**src/hdl/rgbnv_pkg.sv**
```systemverilog
`timescale 1ns / 1ps

package rgbnv_pkg;

    // Field widths
    localparam int C_WORD_W       = 32;
    localparam int C_COORD_W      = 11;
    localparam int C_DIM_W        = 12;
    localparam int C_SAMPLE_W     = 8;
    localparam int C_LUMA_IDX_W   = 22;
    localparam int C_CHROMA_IDX_W = 21;
    localparam int C_FMT_W        = 2;
    localparam int C_CFG_IDX_W    = 2;

    // Frame size limits
    localparam int C_MAX_WIDTH  = 2048;
    localparam int C_MAX_HEIGHT = 2048;

    // Register reset values
    localparam int C_RST_WIDTH  = 854;
    localparam int C_RST_HEIGHT = 480;

    // Pixel format codes; the unused code falls back to RGBA8
    typedef enum logic [C_FMT_W-1:0] {
        FMT_RGBA8       = 2'd0,
        FMT_BGRA8       = 2'd1,
        FMT_A2B10G10R10 = 2'd2
    } t_pixel_format;

    // Configuration register indexes
    typedef enum logic [C_CFG_IDX_W-1:0] {
        CFG_FRAME_WIDTH  = 2'd0,
        CFG_FRAME_HEIGHT = 2'd1,
        CFG_PIXEL_FORMAT = 2'd2
    } t_cfg_index;

endpackage

```
**src/hdl/rgbnv_pix_if.sv**
```systemverilog
`timescale 1ns / 1ps

interface rgbnv_pix_if;
    import rgbnv_pkg::*;

    logic                 valid;
    logic                 ready;
    logic [C_WORD_W-1:0]  pixel_word;
    logic [C_COORD_W-1:0] column;
    logic [C_COORD_W-1:0] row;

    modport source (output valid, pixel_word, column, row, input ready);
    modport sink   (input valid, pixel_word, column, row, output ready);
endinterface

```
**src/hdl/rgbnv_res_if.sv**
```systemverilog
`timescale 1ns / 1ps

interface rgbnv_res_if;
    import rgbnv_pkg::*;

    logic                      valid;
    logic                      ready;
    logic [C_SAMPLE_W-1:0]     luma;
    logic [C_LUMA_IDX_W-1:0]   luma_index;
    logic                      chroma_valid;
    logic [C_SAMPLE_W-1:0]     cb_sample;
    logic [C_SAMPLE_W-1:0]     cr_sample;
    logic [C_CHROMA_IDX_W-1:0] chroma_index;
    logic                      frame_end;

    modport source (output valid, luma, luma_index, chroma_valid, cb_sample, cr_sample,
                    chroma_index, frame_end, input ready);
    modport sink   (input valid, luma, luma_index, chroma_valid, cb_sample, cr_sample,
                    chroma_index, frame_end, output ready);
endinterface

```
**src/hdl/rgbnv_rescale.sv**
```systemverilog
`timescale 1ns / 1ps

module rgbnv_rescale (
    input  logic [9:0] i_chan,
    output logic [7:0] o_chan
);
    // Rounded rescale (c*255 + 511) / 1023. The quotient by 1024 is at most
    // one short of the quotient by 1023, so one compare fixes it up.
    logic [17:0] w_num;
    logic [7:0]  w_q0;
    logic [10:0] w_rem;

    assign w_num = {i_chan, 8'd0} - {8'd0, i_chan} + 18'd511;
    assign w_q0  = w_num[17:10];
    // Remainder against 1023: x - q0*1024 + q0
    assign w_rem = {1'b0, w_num[9:0]} + {3'd0, w_q0};

    assign o_chan = (w_rem >= 11'd1023) ? w_q0 + 8'd1 : w_q0;
endmodule

```
**src/hdl/rgb_to_nv12_pixel_converter.sv**
```systemverilog
`timescale 1ns / 1ps

// Channel   Dir  Handshake     Payload
// i_pix     in   valid/ready   pixel_word, column, row
// o_res     out  valid/ready   luma, luma_index, chroma_valid, cb_sample, cr_sample,
//                              chroma_index, frame_end
// i_cfg_*   in   write enable  frame_width, frame_height, pixel_format
//
// One pixel per clock sustained while the output is not stalled.
// Stages: unpack and 10-bit rescale, color sums and index multiplies, shift and clamp.
// Synchronous active-low reset clears the valid bits and loads 854 x 480, RGBA8.
// A stall at the output freezes all stages together; ready in follows it directly.

module rgb_to_nv12_pixel_converter (
    input  logic                              i_clk,
    input  logic                              i_rst_n,
    input  logic                              i_cfg_wr_en,
    input  logic [rgbnv_pkg::C_CFG_IDX_W-1:0] i_cfg_index,
    input  logic [rgbnv_pkg::C_DIM_W-1:0]     i_cfg_data,
    rgbnv_pix_if.sink                         i_pix,
    rgbnv_res_if.source                       o_res
);
    import rgbnv_pkg::*;

    // Clamp a widened sample into [lo, hi]
    function automatic logic [C_SAMPLE_W-1:0] clamp8(
        input logic [C_SAMPLE_W:0] v,
        input logic [C_SAMPLE_W:0] lo,
        input logic [C_SAMPLE_W:0] hi
    );
        logic [C_SAMPLE_W:0] t;
        t = (v < lo) ? lo : ((v > hi) ? hi : v);
        return t[C_SAMPLE_W-1:0];
    endfunction

    // Configuration registers
    logic [C_DIM_W-1:0] r_frame_width;
    logic [C_DIM_W-1:0] r_frame_height;
    t_pixel_format      r_pixel_format;

    always_ff @(posedge i_clk) begin
        if (!i_rst_n) begin
            r_frame_width  <= C_DIM_W'(C_RST_WIDTH);
            r_frame_height <= C_DIM_W'(C_RST_HEIGHT);
            r_pixel_format <= FMT_RGBA8;
        end else if (i_cfg_wr_en) begin
            unique case (i_cfg_index)
                CFG_FRAME_WIDTH:  r_frame_width  <= i_cfg_data;
                CFG_FRAME_HEIGHT: r_frame_height <= i_cfg_data;
                CFG_PIXEL_FORMAT: r_pixel_format <= t_pixel_format'(i_cfg_data[C_FMT_W-1:0]);
                default: ;
            endcase
        end
    end

    // Effective dimensions: drop bit 0, saturate at the maximum
    logic [C_DIM_W-1:0] w_width;
    logic [C_DIM_W-1:0] w_height;
    logic [C_DIM_W-1:0] w_width_even;
    logic [C_DIM_W-1:0] w_height_even;

    assign w_width_even  = {r_frame_width[C_DIM_W-1:1], 1'b0};
    assign w_height_even = {r_frame_height[C_DIM_W-1:1], 1'b0};
    assign w_width  = (w_width_even > C_DIM_W'(C_MAX_WIDTH)) ?
                      C_DIM_W'(C_MAX_WIDTH) : w_width_even;
    assign w_height = (w_height_even > C_DIM_W'(C_MAX_HEIGHT)) ?
                      C_DIM_W'(C_MAX_HEIGHT) : w_height_even;

    // Advance every stage unless the output holds an untaken result
    logic w_adv;
    assign w_adv       = !o_res.valid || o_res.ready;
    assign i_pix.ready = w_adv;

    // ---------------- Stage 1: unpack ----------------
    logic [C_SAMPLE_W-1:0] w_r10;
    logic [C_SAMPLE_W-1:0] w_g10;
    logic [C_SAMPLE_W-1:0] w_b10;
    logic [C_SAMPLE_W-1:0] n_s1_r;
    logic [C_SAMPLE_W-1:0] n_s1_g;
    logic [C_SAMPLE_W-1:0] n_s1_b;
    logic                  n_s1_end;

    rgbnv_rescale u_rescale_r (.i_chan(i_pix.pixel_word[9:0]),   .o_chan(w_r10));
    rgbnv_rescale u_rescale_g (.i_chan(i_pix.pixel_word[19:10]), .o_chan(w_g10));
    rgbnv_rescale u_rescale_b (.i_chan(i_pix.pixel_word[29:20]), .o_chan(w_b10));

    // Select channels by format
    always_comb begin
        n_s1_g = i_pix.pixel_word[15:8];
        n_s1_r = i_pix.pixel_word[7:0];
        n_s1_b = i_pix.pixel_word[23:16];
        unique case (r_pixel_format)
            FMT_BGRA8: begin
                n_s1_r = i_pix.pixel_word[23:16];
                n_s1_b = i_pix.pixel_word[7:0];
            end
            FMT_A2B10G10R10: begin
                n_s1_r = w_r10;
                n_s1_g = w_g10;
                n_s1_b = w_b10;
            end
            default: ;
        endcase
    end

    // Flag the last pixel of the frame
    assign n_s1_end = (w_width != '0) && (w_height != '0) &&
                      (({1'b0, i_pix.column} + C_DIM_W'(1)) == w_width) &&
                      (({1'b0, i_pix.row} + C_DIM_W'(1)) == w_height);

    logic                  r_s1_valid;
    logic [C_SAMPLE_W-1:0] r_s1_r;
    logic [C_SAMPLE_W-1:0] r_s1_g;
    logic [C_SAMPLE_W-1:0] r_s1_b;
    logic [C_COORD_W-1:0]  r_s1_col;
    logic [C_COORD_W-1:0]  r_s1_row;
    logic                  r_s1_chroma;
    logic                  r_s1_end;

    always_ff @(posedge i_clk) begin
        if (!i_rst_n) begin
            r_s1_valid <= 1'b0;
        end else if (w_adv) begin
            r_s1_valid <= i_pix.valid;
        end
    end

    always_ff @(posedge i_clk) begin
        if (w_adv) begin
            r_s1_r      <= n_s1_r;
            r_s1_g      <= n_s1_g;
            r_s1_b      <= n_s1_b;
            r_s1_col    <= i_pix.column;
            r_s1_row    <= i_pix.row;
            r_s1_chroma <= !i_pix.column[0] && !i_pix.row[0];
            r_s1_end    <= n_s1_end;
        end
    end

    // ---------------- Stage 2: color sums and index multiplies ----------------
    logic [15:0]                 n_s2_ysum;
    logic [16:0]                 w_usum17;
    logic [16:0]                 w_vsum17;
    logic [C_LUMA_IDX_W:0]       w_luma_prod;
    logic [C_LUMA_IDX_W-1:0]     w_chroma_prod;
    logic [C_LUMA_IDX_W-1:0]     n_s2_luma_idx;
    logic [C_CHROMA_IDX_W-1:0]   n_s2_chroma_idx;

    // Luma sum with rounding; chroma sums carry a bias of 128*256 + 128
    assign n_s2_ysum = 16'd66 * {8'd0, r_s1_r} + 16'd129 * {8'd0, r_s1_g}
                     + 16'd25 * {8'd0, r_s1_b} + 16'd128;
    assign w_usum17  = 17'd112 * {9'd0, r_s1_b} + 17'd32896
                     - 17'd38 * {9'd0, r_s1_r} - 17'd74 * {9'd0, r_s1_g};
    assign w_vsum17  = 17'd112 * {9'd0, r_s1_r} + 17'd32896
                     - 17'd94 * {9'd0, r_s1_g} - 17'd18 * {9'd0, r_s1_b};

    // Plane indices, wrapped at their field widths
    assign w_luma_prod     = {12'd0, r_s1_row} * {11'd0, w_width};
    assign w_chroma_prod   = {12'd0, r_s1_row[C_COORD_W-1:1]} * {10'd0, w_width};
    assign n_s2_luma_idx   = w_luma_prod[C_LUMA_IDX_W-1:0] + C_LUMA_IDX_W'(r_s1_col);
    assign n_s2_chroma_idx = w_chroma_prod[C_CHROMA_IDX_W-1:0] + C_CHROMA_IDX_W'(r_s1_col);

    logic                      r_s2_valid;
    logic [15:0]               r_s2_ysum;
    logic [15:0]               r_s2_usum;
    logic [15:0]               r_s2_vsum;
    logic [C_LUMA_IDX_W-1:0]   r_s2_luma_idx;
    logic [C_CHROMA_IDX_W-1:0] r_s2_chroma_idx;
    logic                      r_s2_chroma;
    logic                      r_s2_end;

    always_ff @(posedge i_clk) begin
        if (!i_rst_n) begin
            r_s2_valid <= 1'b0;
        end else if (w_adv) begin
            r_s2_valid <= r_s1_valid;
        end
    end

    always_ff @(posedge i_clk) begin
        if (w_adv) begin
            r_s2_ysum       <= n_s2_ysum;
            r_s2_usum       <= w_usum17[15:0];
            r_s2_vsum       <= w_vsum17[15:0];
            r_s2_luma_idx   <= n_s2_luma_idx;
            r_s2_chroma_idx <= n_s2_chroma_idx;
            r_s2_chroma     <= r_s1_chroma;
            r_s2_end        <= r_s1_end;
        end
    end

    // ---------------- Stage 3: shift, clamp, output register ----------------
    logic [C_SAMPLE_W-1:0] n_s3_luma;
    logic [C_SAMPLE_W-1:0] n_s3_cb;
    logic [C_SAMPLE_W-1:0] n_s3_cr;

    assign n_s3_luma = clamp8({1'b0, r_s2_ysum[15:8]} + 9'd16, 9'd16, 9'd235);
    assign n_s3_cb   = r_s2_chroma ? clamp8({1'b0, r_s2_usum[15:8]}, 9'd16, 9'd240) : 8'd128;
    assign n_s3_cr   = r_s2_chroma ? clamp8({1'b0, r_s2_vsum[15:8]}, 9'd16, 9'd240) : 8'd128;

    logic                      r_s3_valid;
    logic [C_SAMPLE_W-1:0]     r_s3_luma;
    logic [C_LUMA_IDX_W-1:0]   r_s3_luma_idx;
    logic                      r_s3_chroma;
    logic [C_SAMPLE_W-1:0]     r_s3_cb;
    logic [C_SAMPLE_W-1:0]     r_s3_cr;
    logic [C_CHROMA_IDX_W-1:0] r_s3_chroma_idx;
    logic                      r_s3_end;

    always_ff @(posedge i_clk) begin
        if (!i_rst_n) begin
            r_s3_valid <= 1'b0;
        end else if (w_adv) begin
            r_s3_valid <= r_s2_valid;
        end
    end

    always_ff @(posedge i_clk) begin
        if (w_adv) begin
            r_s3_luma       <= n_s3_luma;
            r_s3_luma_idx   <= r_s2_luma_idx;
            r_s3_chroma     <= r_s2_chroma;
            r_s3_cb         <= n_s3_cb;
            r_s3_cr         <= n_s3_cr;
            r_s3_chroma_idx <= r_s2_chroma ? r_s2_chroma_idx : '0;
            r_s3_end        <= r_s2_end;
        end
    end

    // Drive the result channel
    assign o_res.valid        = r_s3_valid;
    assign o_res.luma         = r_s3_luma;
    assign o_res.luma_index   = r_s3_luma_idx;
    assign o_res.chroma_valid = r_s3_chroma;
    assign o_res.cb_sample    = r_s3_cb;
    assign o_res.cr_sample    = r_s3_cr;
    assign o_res.chroma_index = r_s3_chroma_idx;
    assign o_res.frame_end    = r_s3_end;

endmodule
```
**src/flat_wrapper.sv**
```systemverilog
// flat-port wrapper written by rule: the top's interface ports become plain ports
module rgb_to_nv12_pixel_converter_flat import rgbnv_pkg::*;
  (i_clk, i_rst_n, i_cfg_wr_en, i_cfg_index, i_cfg_data, i_pix_valid, i_pix_pixel_word, i_pix_column, i_pix_row, i_pix_ready, o_res_valid, o_res_luma, o_res_luma_index, o_res_chroma_valid, o_res_cb_sample, o_res_cr_sample, o_res_chroma_index, o_res_frame_end, o_res_ready);
  rgbnv_pix_if i_pix_i ();
  rgbnv_res_if o_res_i ();
  input  logic i_clk;
  input  logic i_rst_n;
  input  logic i_cfg_wr_en;
  input  logic [rgbnv_pkg::C_CFG_IDX_W-1:0] i_cfg_index;
  input  logic [rgbnv_pkg::C_DIM_W-1:0] i_cfg_data;
  input wire logic [$bits(i_pix_i.valid)-1:0] i_pix_valid;
  input wire logic [$bits(i_pix_i.pixel_word)-1:0] i_pix_pixel_word;
  input wire logic [$bits(i_pix_i.column)-1:0] i_pix_column;
  input wire logic [$bits(i_pix_i.row)-1:0] i_pix_row;
  output wire logic [$bits(i_pix_i.ready)-1:0] i_pix_ready;
  output wire logic [$bits(o_res_i.valid)-1:0] o_res_valid;
  output wire logic [$bits(o_res_i.luma)-1:0] o_res_luma;
  output wire logic [$bits(o_res_i.luma_index)-1:0] o_res_luma_index;
  output wire logic [$bits(o_res_i.chroma_valid)-1:0] o_res_chroma_valid;
  output wire logic [$bits(o_res_i.cb_sample)-1:0] o_res_cb_sample;
  output wire logic [$bits(o_res_i.cr_sample)-1:0] o_res_cr_sample;
  output wire logic [$bits(o_res_i.chroma_index)-1:0] o_res_chroma_index;
  output wire logic [$bits(o_res_i.frame_end)-1:0] o_res_frame_end;
  input wire logic [$bits(o_res_i.ready)-1:0] o_res_ready;
  assign i_pix_i.valid = i_pix_valid;
  assign i_pix_i.pixel_word = i_pix_pixel_word;
  assign i_pix_i.column = i_pix_column;
  assign i_pix_i.row = i_pix_row;
  assign i_pix_ready = i_pix_i.ready;
  assign o_res_valid = o_res_i.valid;
  assign o_res_luma = o_res_i.luma;
  assign o_res_luma_index = o_res_i.luma_index;
  assign o_res_chroma_valid = o_res_i.chroma_valid;
  assign o_res_cb_sample = o_res_i.cb_sample;
  assign o_res_cr_sample = o_res_i.cr_sample;
  assign o_res_chroma_index = o_res_i.chroma_index;
  assign o_res_frame_end = o_res_i.frame_end;
  assign o_res_i.ready = o_res_ready;
  rgb_to_nv12_pixel_converter u_core (.i_clk(i_clk), .i_rst_n(i_rst_n), .i_cfg_wr_en(i_cfg_wr_en), .i_cfg_index(i_cfg_index), .i_cfg_data(i_cfg_data), .i_pix(i_pix_i), .o_res(o_res_i));
endmodule
```
**config.mk**
```make
export PLATFORM = sky130hd
export DESIGN_NAME = rgb_to_nv12_pixel_converter_flat
export DESIGN_NICKNAME = d
export VERILOG_FILES = /design/src/hdl/rgbnv_pkg.sv /design/src/hdl/rgbnv_pix_if.sv /design/src/hdl/rgbnv_res_if.sv /design/src/hdl/rgbnv_rescale.sv /design/src/hdl/rgb_to_nv12_pixel_converter.sv /design/src/flat_wrapper.sv
export SDC_FILE = /design/constraint.sdc
export NUM_CORES = 1
export LEC_CHECK = 0
export ABC_AREA = 1
export BUFFER_PORTS_ARGS = -buffer_cell sky130_fd_sc_hd__buf_4
export CAP_MARGIN = 20
export CELL_PAD_IN_SITES_DETAIL_PLACEMENT = 2
export CELL_PAD_IN_SITES_GLOBAL_PLACEMENT = 2
export CORE_UTILIZATION = 30
export DETAILED_ROUTE_END_ITERATION = 7
export PLACE_DENSITY = 0.67
export SYNTH_ARGS = -nofsm -noshare
export SYNTH_HDL_FRONTEND = slang
export SYNTH_HIERARCHICAL = 1
export SYNTH_SLANG_ARGS = --single-unit
```
**constraint.sdc**
```tcl
create_clock -name i_clk -period 5.1 [get_ports i_clk]
set_clock_uncertainty 0.15 [all_clocks]
set_input_delay 0.51 -clock i_clk [delete_from_list [all_inputs] [get_ports i_clk]]
set_output_delay 0.51 -clock i_clk [all_outputs]
set_load 0.02 [all_outputs]
```
==> results.txt, run 1 <==
* Finish-stage setup viols: 31
- Cell at the root of the clock tree: clkbuf_16
* Commonest register cell after synthesis: edfxtp_1
* Total Nets Final: 4167
- Worst path required time: 5.29 ns
- Layout overhead on the synthesized area: 32.1%
- TritonCTS built the clock tree.
- First-pass GRT wire length: 142000 um
- CP max FO: 5
- The final count of pins violating max slew came to 0.
- Number of DRC markers after the initial detailed-route iteration: 758
- After synthesis the cells add up to 25200 um2.
- For this run, the share of the core covered by cells in the final layout is 0.403.
- Vias per std cell: 4.79
- The share of the Yosys chip area taken by registers is 0.242.
- Data arrives at the worst endpoint at 5.64 ns.
* FF-to-FF Start: u_core/r_s1_g[6]$_DFFE_PP_
* Starting utilization of the core area: 0.305
- Routed wirelength normalized by instance count: 20.1 um
* Proportion of synthesized flip-flops having asynchronous set or reset: 0
- The number of hold-slack violations in the final timing report is 0.
- Core Region: 82500 um2
* Endpoint type of the worst setup path: flip-flop
- Pin placement for this block handled 144 I/O pins.
- Setup repair after global routing missed its margin: yes
- Final wirelength: 92800 um
* Count of cell types in the netlist: 52
* Std-Cell Rows: 105
- Final Wtd Congestion: 0.879
* Later-pin clock latency in the skew report: 0.61 ns
- The synthesized design spends more area on one cell type than any other, namely edfxtp_1.
- Die outline height: 292 um
- In the finished design, the share of the clock period the worst path needs comes to 1.07.
- PortBufs: 141
- The first TritonRoute pass finished after 4 iterations.
* Syn_nets: 3701
- After filler insertion, the fill cell instance count of the layout stands at 9168.
- Remaining DRCs: 0
- Buffers inserted during clock tree synthesis total 28.
- The flow ran to the end, but the final reports show violations.
- The critical path is of the flip-flop to flip-flop type.
- By area the synthesized netlist is led by edfxtp_1 (22%), ha_1 (18%), fa_1 (16%), nand2_1 (10%), inv_1 (9.4%).
- Timing startpoint of the critical path: u_core/r_s1_g[6]$_DFFE_PP_
- The floorplan step defined a die boundary enclosing 85000 um2.
- Counting flops and latches in the post-synthesis netlist gives 212.
- Antenna violation net count after detailed routing: 0
* Maximum number of pins on one net before global-route repair: 127
- The checks that failed: setup timing.
- Post-synthesis area per instance: 8.23 um2
* Vias after detailed routing: 22088
* Worst-path cell chain: buf_6 -> ha_4 -> buf_4 -> inv_1 -> fa_1 -> inv_1 -> fa_1 -> ha_1 -> inv_1 -> o21bai_1 -> nor2_2 -> xnor2_2 -> fa_1 -> inv_2 -> ha_4 -> ha_4 -> buf_6 -> nand2_2 -> a21oi_2 -> a211oi_2 -> o21ai_2 -> xor2_1
- GR Overflow Total: 0
- Worst rel slew slack: 0.399
- Die X: 292 um
- Hold WC Path Type: input pin to flip-flop
* Gr usage total: 0.209
- In this run the number of H-tree levels came out at 1.
* Number of clock sinks: 212
- Critical-path top delay cell: fa_1
- Type of element launching the critical path: flip-flop
* Register-to-register path setup slack: -0.36 ns
* Yosys warns: 6
- Shortest clock period the worst path allows after layout: 5.46 ns
* Maximum buffer depth of the clock tree: 3
- Worst Min Path Start: i_cfg_data[0]
- The synthesized design contains 185 enable-type register cells.
- Number of instances in the synthesized netlist: 3056
- Maximum frequency from static timing analysis: 183 MHz
- After clock tree synthesis, the clock-pin slew on the worst setup and hold paths is 0.06 ns.
* Area share of the leading cell type in the synthesized netlist: 0.221
- The number of global-route vias before repair came to 25795.
- In this design, the stage delay of the slowest critical-path cell is 0.55 ns.
- In the final layout, the share of cells above drive strength 1 is 0.265.
- Across all setup checks in the final design, the least slack found is -0.355 ns.
- The wire-length estimate of the detail-placed layout is 72700 um.
* Number of antenna violations at the first check in global routing: 4
- Across the run, the number of max-cap violations was 0.
* Measured slew at the worst slew-check pin: 0.902 ns
[worst paths after layout]
kind | endpoint | depth (start not counted)
setup reg to reg | u_core/r_s2_vsum[14]$_DFFE_PP_ | 22
setup / recovery | u_core/r_s2_vsum[14]$_DFFE_PP_ | 22
hold / removal | u_core/r_pixel_format[0]$_SDFFE_PN0P_ | 3
hold reg to reg | u_core/o_res.luma_index[6]$_DFFE_PP_ | 0
[area by class of cell]
cell class | instances | area [um2] | share of cell area
Clock buffer | 36 | 752 | 0.0226
Multi-Input combinational cell | 2177 | 18800 | 0.565
Sequential cell | 212 | 6100 | 0.184
Tap cell | 1070 | 1340 | 0.0403
Timing Repair Buffer | 459 | 3660 | 0.110
Clock inverter | 13 | 149 | 0.00448
Antenna cell | 2 | 5.00 | 0.000151
Inverter | 644 | 2450 | 0.0738
[logic make-up (layout without fill, tap and decap cells)]
family | count (synthesis) | after routing | synth area share
AND/OR/NAND/NOR | 1190 | 1190 | 0.203
buffers and inverters | 667 | 1152 | 0.100
adder cells (fa/ha/maj) | 572 | 572 | 0.345
AO/OA/AOI/OAI | 283 | 283 | 0.0640
flip-flops | 212 | 212 | 0.242
XOR/XNOR | 132 | 132 | 0.0462
other | 0 | 2 | 0
[cells in the mapped netlist (all sizes together), types with 4 or more instances]
library cell  instances
nor3                 18
o21ai                69
nand3               138
nor2                245
dfxtp                27
a21o                 10
nand2               733
a31oi                 4
and2                  4
o31ai                 5
or2                   4
clkbuf               21
ha                  369
o21bai               14
edfxtp              185
xnor2                50
a21oi               163
o211ai                4
a211oi                5
inv                 644
fa                  203
nand3b               12
xor2                 82
nand4                34
[stage by stage]
stage               setup TNS, ns  std cells  hold WS (ns)  setup WS, ns  area, um2
floorplan                -0.00389       3056         0.250      -0.00389      25300
global placement            -9.11       4478         0.250        -0.376      29400
detailed placement         -14.41       4478         0.257        -0.516      29400
CTS                         -2.71       4593        0.0308        -0.256      32100
global route               -11.62       4613        0.0817        -0.546      33300
finish                      -4.58       4613        0.0715        -0.355      33300
[sequential cells by signal (all words and copies together), names as in the netlist, 11 cells and up]
name and flops:
u_core/o_res.chroma_index 21, u_core/o_res.luma_index 22, u_core/r_frame_height 11, u_core/r_frame_width 11, u_core/r_s1_col 11, u_core/r_s1_row 11
u_core/r_s2_chroma_idx 20, u_core/r_s2_luma_idx 22
[worst max-delay path, delay by kind of cell (launching register included)]
kind	cells	cell delay (ns)
adder cells (fa/ha/maj)	7	2.68
buffers and inverters	7	0.73
AO/OA/AOI/OAI	4	0.64
flip-flops	1	0.54
XOR/XNOR	2	0.30
AND/OR/NAND/NOR	2	0.14
[what timing repair did]
| action | CTS | global route |
|---|---|---|
| endpoints found under the setup margin | 47 | 47 |
| pin swaps | 145 | 131 |
| setup buffers | 34 | 20 |
| hold buffers | 33 | 0 |
| gates resized for setup | 272 | 222 |
| cloned | 0 | 0 |
| endpoints found under the hold margin | 37 | 0 |
[per-layer routing]
metal / global-route usage / share of wire / up-vias
li1: - / - / 10592
met1: 0.270 / 0.44 / 11040
met2: 0.371 / 0.50 / 312
met3: 0.0225 / 0.029 / 142
met4: 0.0538 / 0.027 / 2
met5: 0 / 0.00016 / -
[cell usage in the layout (no fill, tap or decap), types with 65 or more instances in the layout]
cell,count
nand2_1,634
inv_1,569
buf_4,394
ha_1,296
nor2_1,199
fa_1,191
edfxtp_1,185
nand3_1,115
a21oi_1,101
xor2_1,72
nand2_2,68
inv_2,66
ha_4,65
Power of run 1 is left out: the tool's default activity adds up to more than one toggle a clock period on the data nets, which glitch-free logic cannot reach.
==> run 2: changes to the inputs <==
- CELL_PAD_IN_SITES_DETAIL_PLACEMENT: 2 -> default
- CELL_PAD_IN_SITES_GLOBAL_PLACEMENT: 2 -> default
- PLACE_DENSITY: 0.67 -> 0.45
==> run 2 against run 1 <==
Against the previous run:
- setup slack better by 0.13 ns
- critical path depth down 1
- sequential share of layout area up 0.16 points
- hold slack worse by 0.019 ns
- clock-buffer cell count down 5
- the flow still finishes with violations (setup timing)
- utilization down 0.37 points
- highest routed layer is now met4
==> results.txt, run 2 (synthesis results as in run 1) <==
- The violation count after the first detailed-route iteration is 726 (was 758).
- The number of global-route vias before repair is 20696 (was 25795).
* Later-pin clock latency in the skew report: 0.61 ns (about the same)
- Gr usage total: 0.162 (was 0.209)
- Timing startpoint of the critical path: u_core/r_s1_g[5]$_DFFE_PP_ (was u_core/r_s1_g[6]$_DFFE_PP_)
- Final Wtd Congestion: 0.855 (was 0.879)
- Most numerous cell on the critical path: fa_1
* Router iterations before antenna repair: 6 (was 4)
- Vias after detailed routing: 20205 (was 22088)
- Worst-path cell chain: buf_6 -> fa_1 -> fa_1 -> inv_1 -> fa_1 -> inv_2 -> ha_4 -> a21oi_4 -> o21ai_2 -> a21oi_2 -> xnor2_1 -> fa_1 -> inv_1 -> ha_1 -> ha_4 -> buf_4 -> nand2_1 -> nor3_4 -> a211oi_2 -> o21ai_2 -> xor2_1 (was buf_6 -> ha_4 -> buf_4 -> inv_1 -> fa_1 -> inv_1 -> fa_1 -> ha_1 -> inv_1 -> o21bai_1 -> nor2_2 -> xnor2_2 -> fa_1 -> inv_2 -> ha_4 -> ha_4 -> buf_6 -> nand2_2 -> a21oi_2 -> a211oi_2 -> o21ai_2 -> xor2_1).
- Layout cell share with drive strength beyond 1: 0.248 (was 0.265)
* PortBufs: 141 (unchanged)
* Std-Cell Rows: 105 (unchanged)
- The full die area was 85000 um2 (unchanged).
- Remaining DRCs: 0 (unchanged)
- Commonest cells after routing, fill and taps aside: nand2_1 (645), inv_1 (581), buf_4 (384), ha_1 (297), nor2_1 (209) (was nand2_1 (634), inv_1 (569), buf_4 (394), ha_1 (296), nor2_1 (199)).
- Period utilization: 1.04 (was 1.07)
- Setup repair after global routing missed its margin: yes (unchanged)
- The most common cell after layout, fill and taps aside is nand2_1 (unchanged).
- The number of filler cells placed in the layout was 8465 (was 9168).
- The sink count of the clock tree is 212 (unchanged).
- Clock transition at the registers of the reported paths: 0.06 ns (about the same)
- The clock root buffer was clkbuf_16 (unchanged).
* # IOs: 144 (unchanged)
- Core Region: 82500 um2 (unchanged)
* Delay of the slowest cell on the worst path: 0.55 ns (about the same)
- Final critical-path setup slack: -0.225 ns (was -0.355 ns)
* Starting utilization of the core area: 0.305 (unchanged)
- The number of nets in the final layout was 4151 (was 4167).
- Shortest clock period the worst path allows after layout: 5.33 ns (was 5.46 ns)
* Final wirelength: 68800 um (was 92800 um)
* Critical-path top delay cell: fa_1 (unchanged)
- Type of element launching the critical path: flip-flop (unchanged)
- Critical Path AT: 5.51 ns (was 5.64 ns)
- The actual transition at the worst max-transition pin came to 0.769 ns (was 0.902 ns).
- Die outline height: 292 um (unchanged)
- The normalized max-slew margin was 0.487 (was 0.399).
- FF-to-FF Start: u_core/r_s1_g[5]$_DFFE_PP_ (was u_core/r_s1_g[6]$_DFFE_PP_)
- The launch point of the worst hold path is i_pix_pixel_word[11] (was i_cfg_data[0]).
- The worst hold-check path type is input pin to flip-flop (unchanged).
- The horizontal die dimension came to 292 um (unchanged).
- Critical path type: flip-flop to flip-flop (unchanged)
* Number of hold-slack violations in the final timing report: 0 (unchanged)
* Maximum frequency from static timing analysis: 188 MHz (was 183 MHz)
- Antenna violation net count after detailed routing: 0 (unchanged)
- Finish-stage setup viols: 7 (was 31)
- Maximum number of pins on one net before global-route repair: 101 (was 127)
* First-pass GRT wire length: 110000 um (was 142000 um)
- The clock tree from TritonCTS is built (unchanged).
- Number of buffers created by CTS: 30 (was 28)
- Placed Instances: 4482 (was 4478)
* Maximum buffer depth of the clock tree: 3 (unchanged)
- The max-capacitance violation count was 0 (unchanged).
* Endpoint type of the worst setup path: flip-flop (unchanged)
- Number of antenna violations at the first check in global routing: 2 (was 4)
* CP max FO: 4 (was 5)
* Worst path required time: 5.29 ns (about the same)
- Vias per std cell: 4.39 (was 4.79)
- The worst setup timing slack at the placement stage is -0.355 ns (was -0.516 ns).
- Path depth of the worst reg2reg path: 21 (was 22)
* Number of stages on the worst hold path: 3 (unchanged)
- Number of levels in the clock H-tree: 1 (unchanged)
- The remaining global-route overflow came to 0 (unchanged).
- The HPWL reported at the end of detailed placement is 56900 um (was 72700 um).
* Count of final max-slew check failures: 0 (unchanged)
- Final instance count without filler cells: 4602 (was 4613)
- Result of the run: finished, violations left (unchanged).
- The signed area change from the synthesized netlist to the final layout was 30.9% (was 32.1%).
* Violated checks: setup timing (unchanged)
* Routed wirelength normalized by instance count: 15.0 um (was 20.1 um)
## run 2: cell types whose count changed in the layout (fill, tap and decap cells not counted), moves of 9 or more
| cell | change |
|---|---|
| inv_1 | +12 |
| buf_4 | -10 |
| buf_6 | -9 |
| nor2_1 | +10 |
| nand2_1 | +11 |
| nand2_2 | -12 |
| inv_2 | -10 |
## run 2: repair_timing
action                     CTS  global route
hold endpoints to repair    40             0
hold buffers                33             0
pin swaps                  130           158
setup endpoints to repair   43            47
gates resized for setup    193           213
setup buffers               23            11
## run 2: per-layer routing
metal  routed length (um)  track usage  part of all wire  vias to the layer above
met4                 1120       0.0341             0.016                        0
met1                36100        0.239              0.52                     9305
met2                29100        0.252              0.42                      245
met3                 2490       0.0198             0.036                       64
met5                    0            0                 0                        -
li1                     -            -                 -                    10591
## run 2: path summary, 6_finish.rpt
path / endpoint / slack (ns)
setup reg to reg: u_core/r_s2_vsum[14]$_DFFE_PP_ / -0.23
setup / recovery: u_core/r_s2_vsum[14]$_DFFE_PP_ / -0.23
hold reg to reg: u_core/o_res.luma_index[8]$_DFFE_PP_ / 0.26
hold / removal: u_core/r_s1_g[3]$_DFFE_PP_ / 0.05
## run 2: final cells by class
type | instances | area, um2 | share of cell area
diodes | 2 | 5.00 | 0.000152
well taps | 1070 | 1340 | 0.0406
repair buffers | 441 | 3500 | 0.106
clock inverters | 25 | 308 | 0.00934
inverters | 644 | 2440 | 0.0741
clock buffers | 31 | 754 | 0.0229
flip-flops and latches | 212 | 6100 | 0.185
multi-input cells | 2177 | 18500 | 0.561
## run 2: critical path, delay by kind of cell (launching register included)
family	cells	cell delay, ns
AO/OA/AOI/OAI	5	0.71
XOR/XNOR	2	0.30
adder cells (fa/ha/maj)	7	2.86
buffers and inverters	5	0.44
flip-flops	1	0.42
AND/OR/NAND/NOR	2	0.19
## run 2: stage by stage
step,cell area [um2],setup TNS [ns],hold slack (ns),utilization
after floorplan,25300,-0.00389,0.250,-
after global placement,29500,-7.85,0.252,0.357
after detailed placement,29500,-7.77,0.255,0.357
after CTS,31900,-1.17,0.00504,0.387
after global routing,32900,-6.85,0.0396,0.399
final,32900,-0.614,0.0529,0.399
Power of run 2 is left out for the same reason.
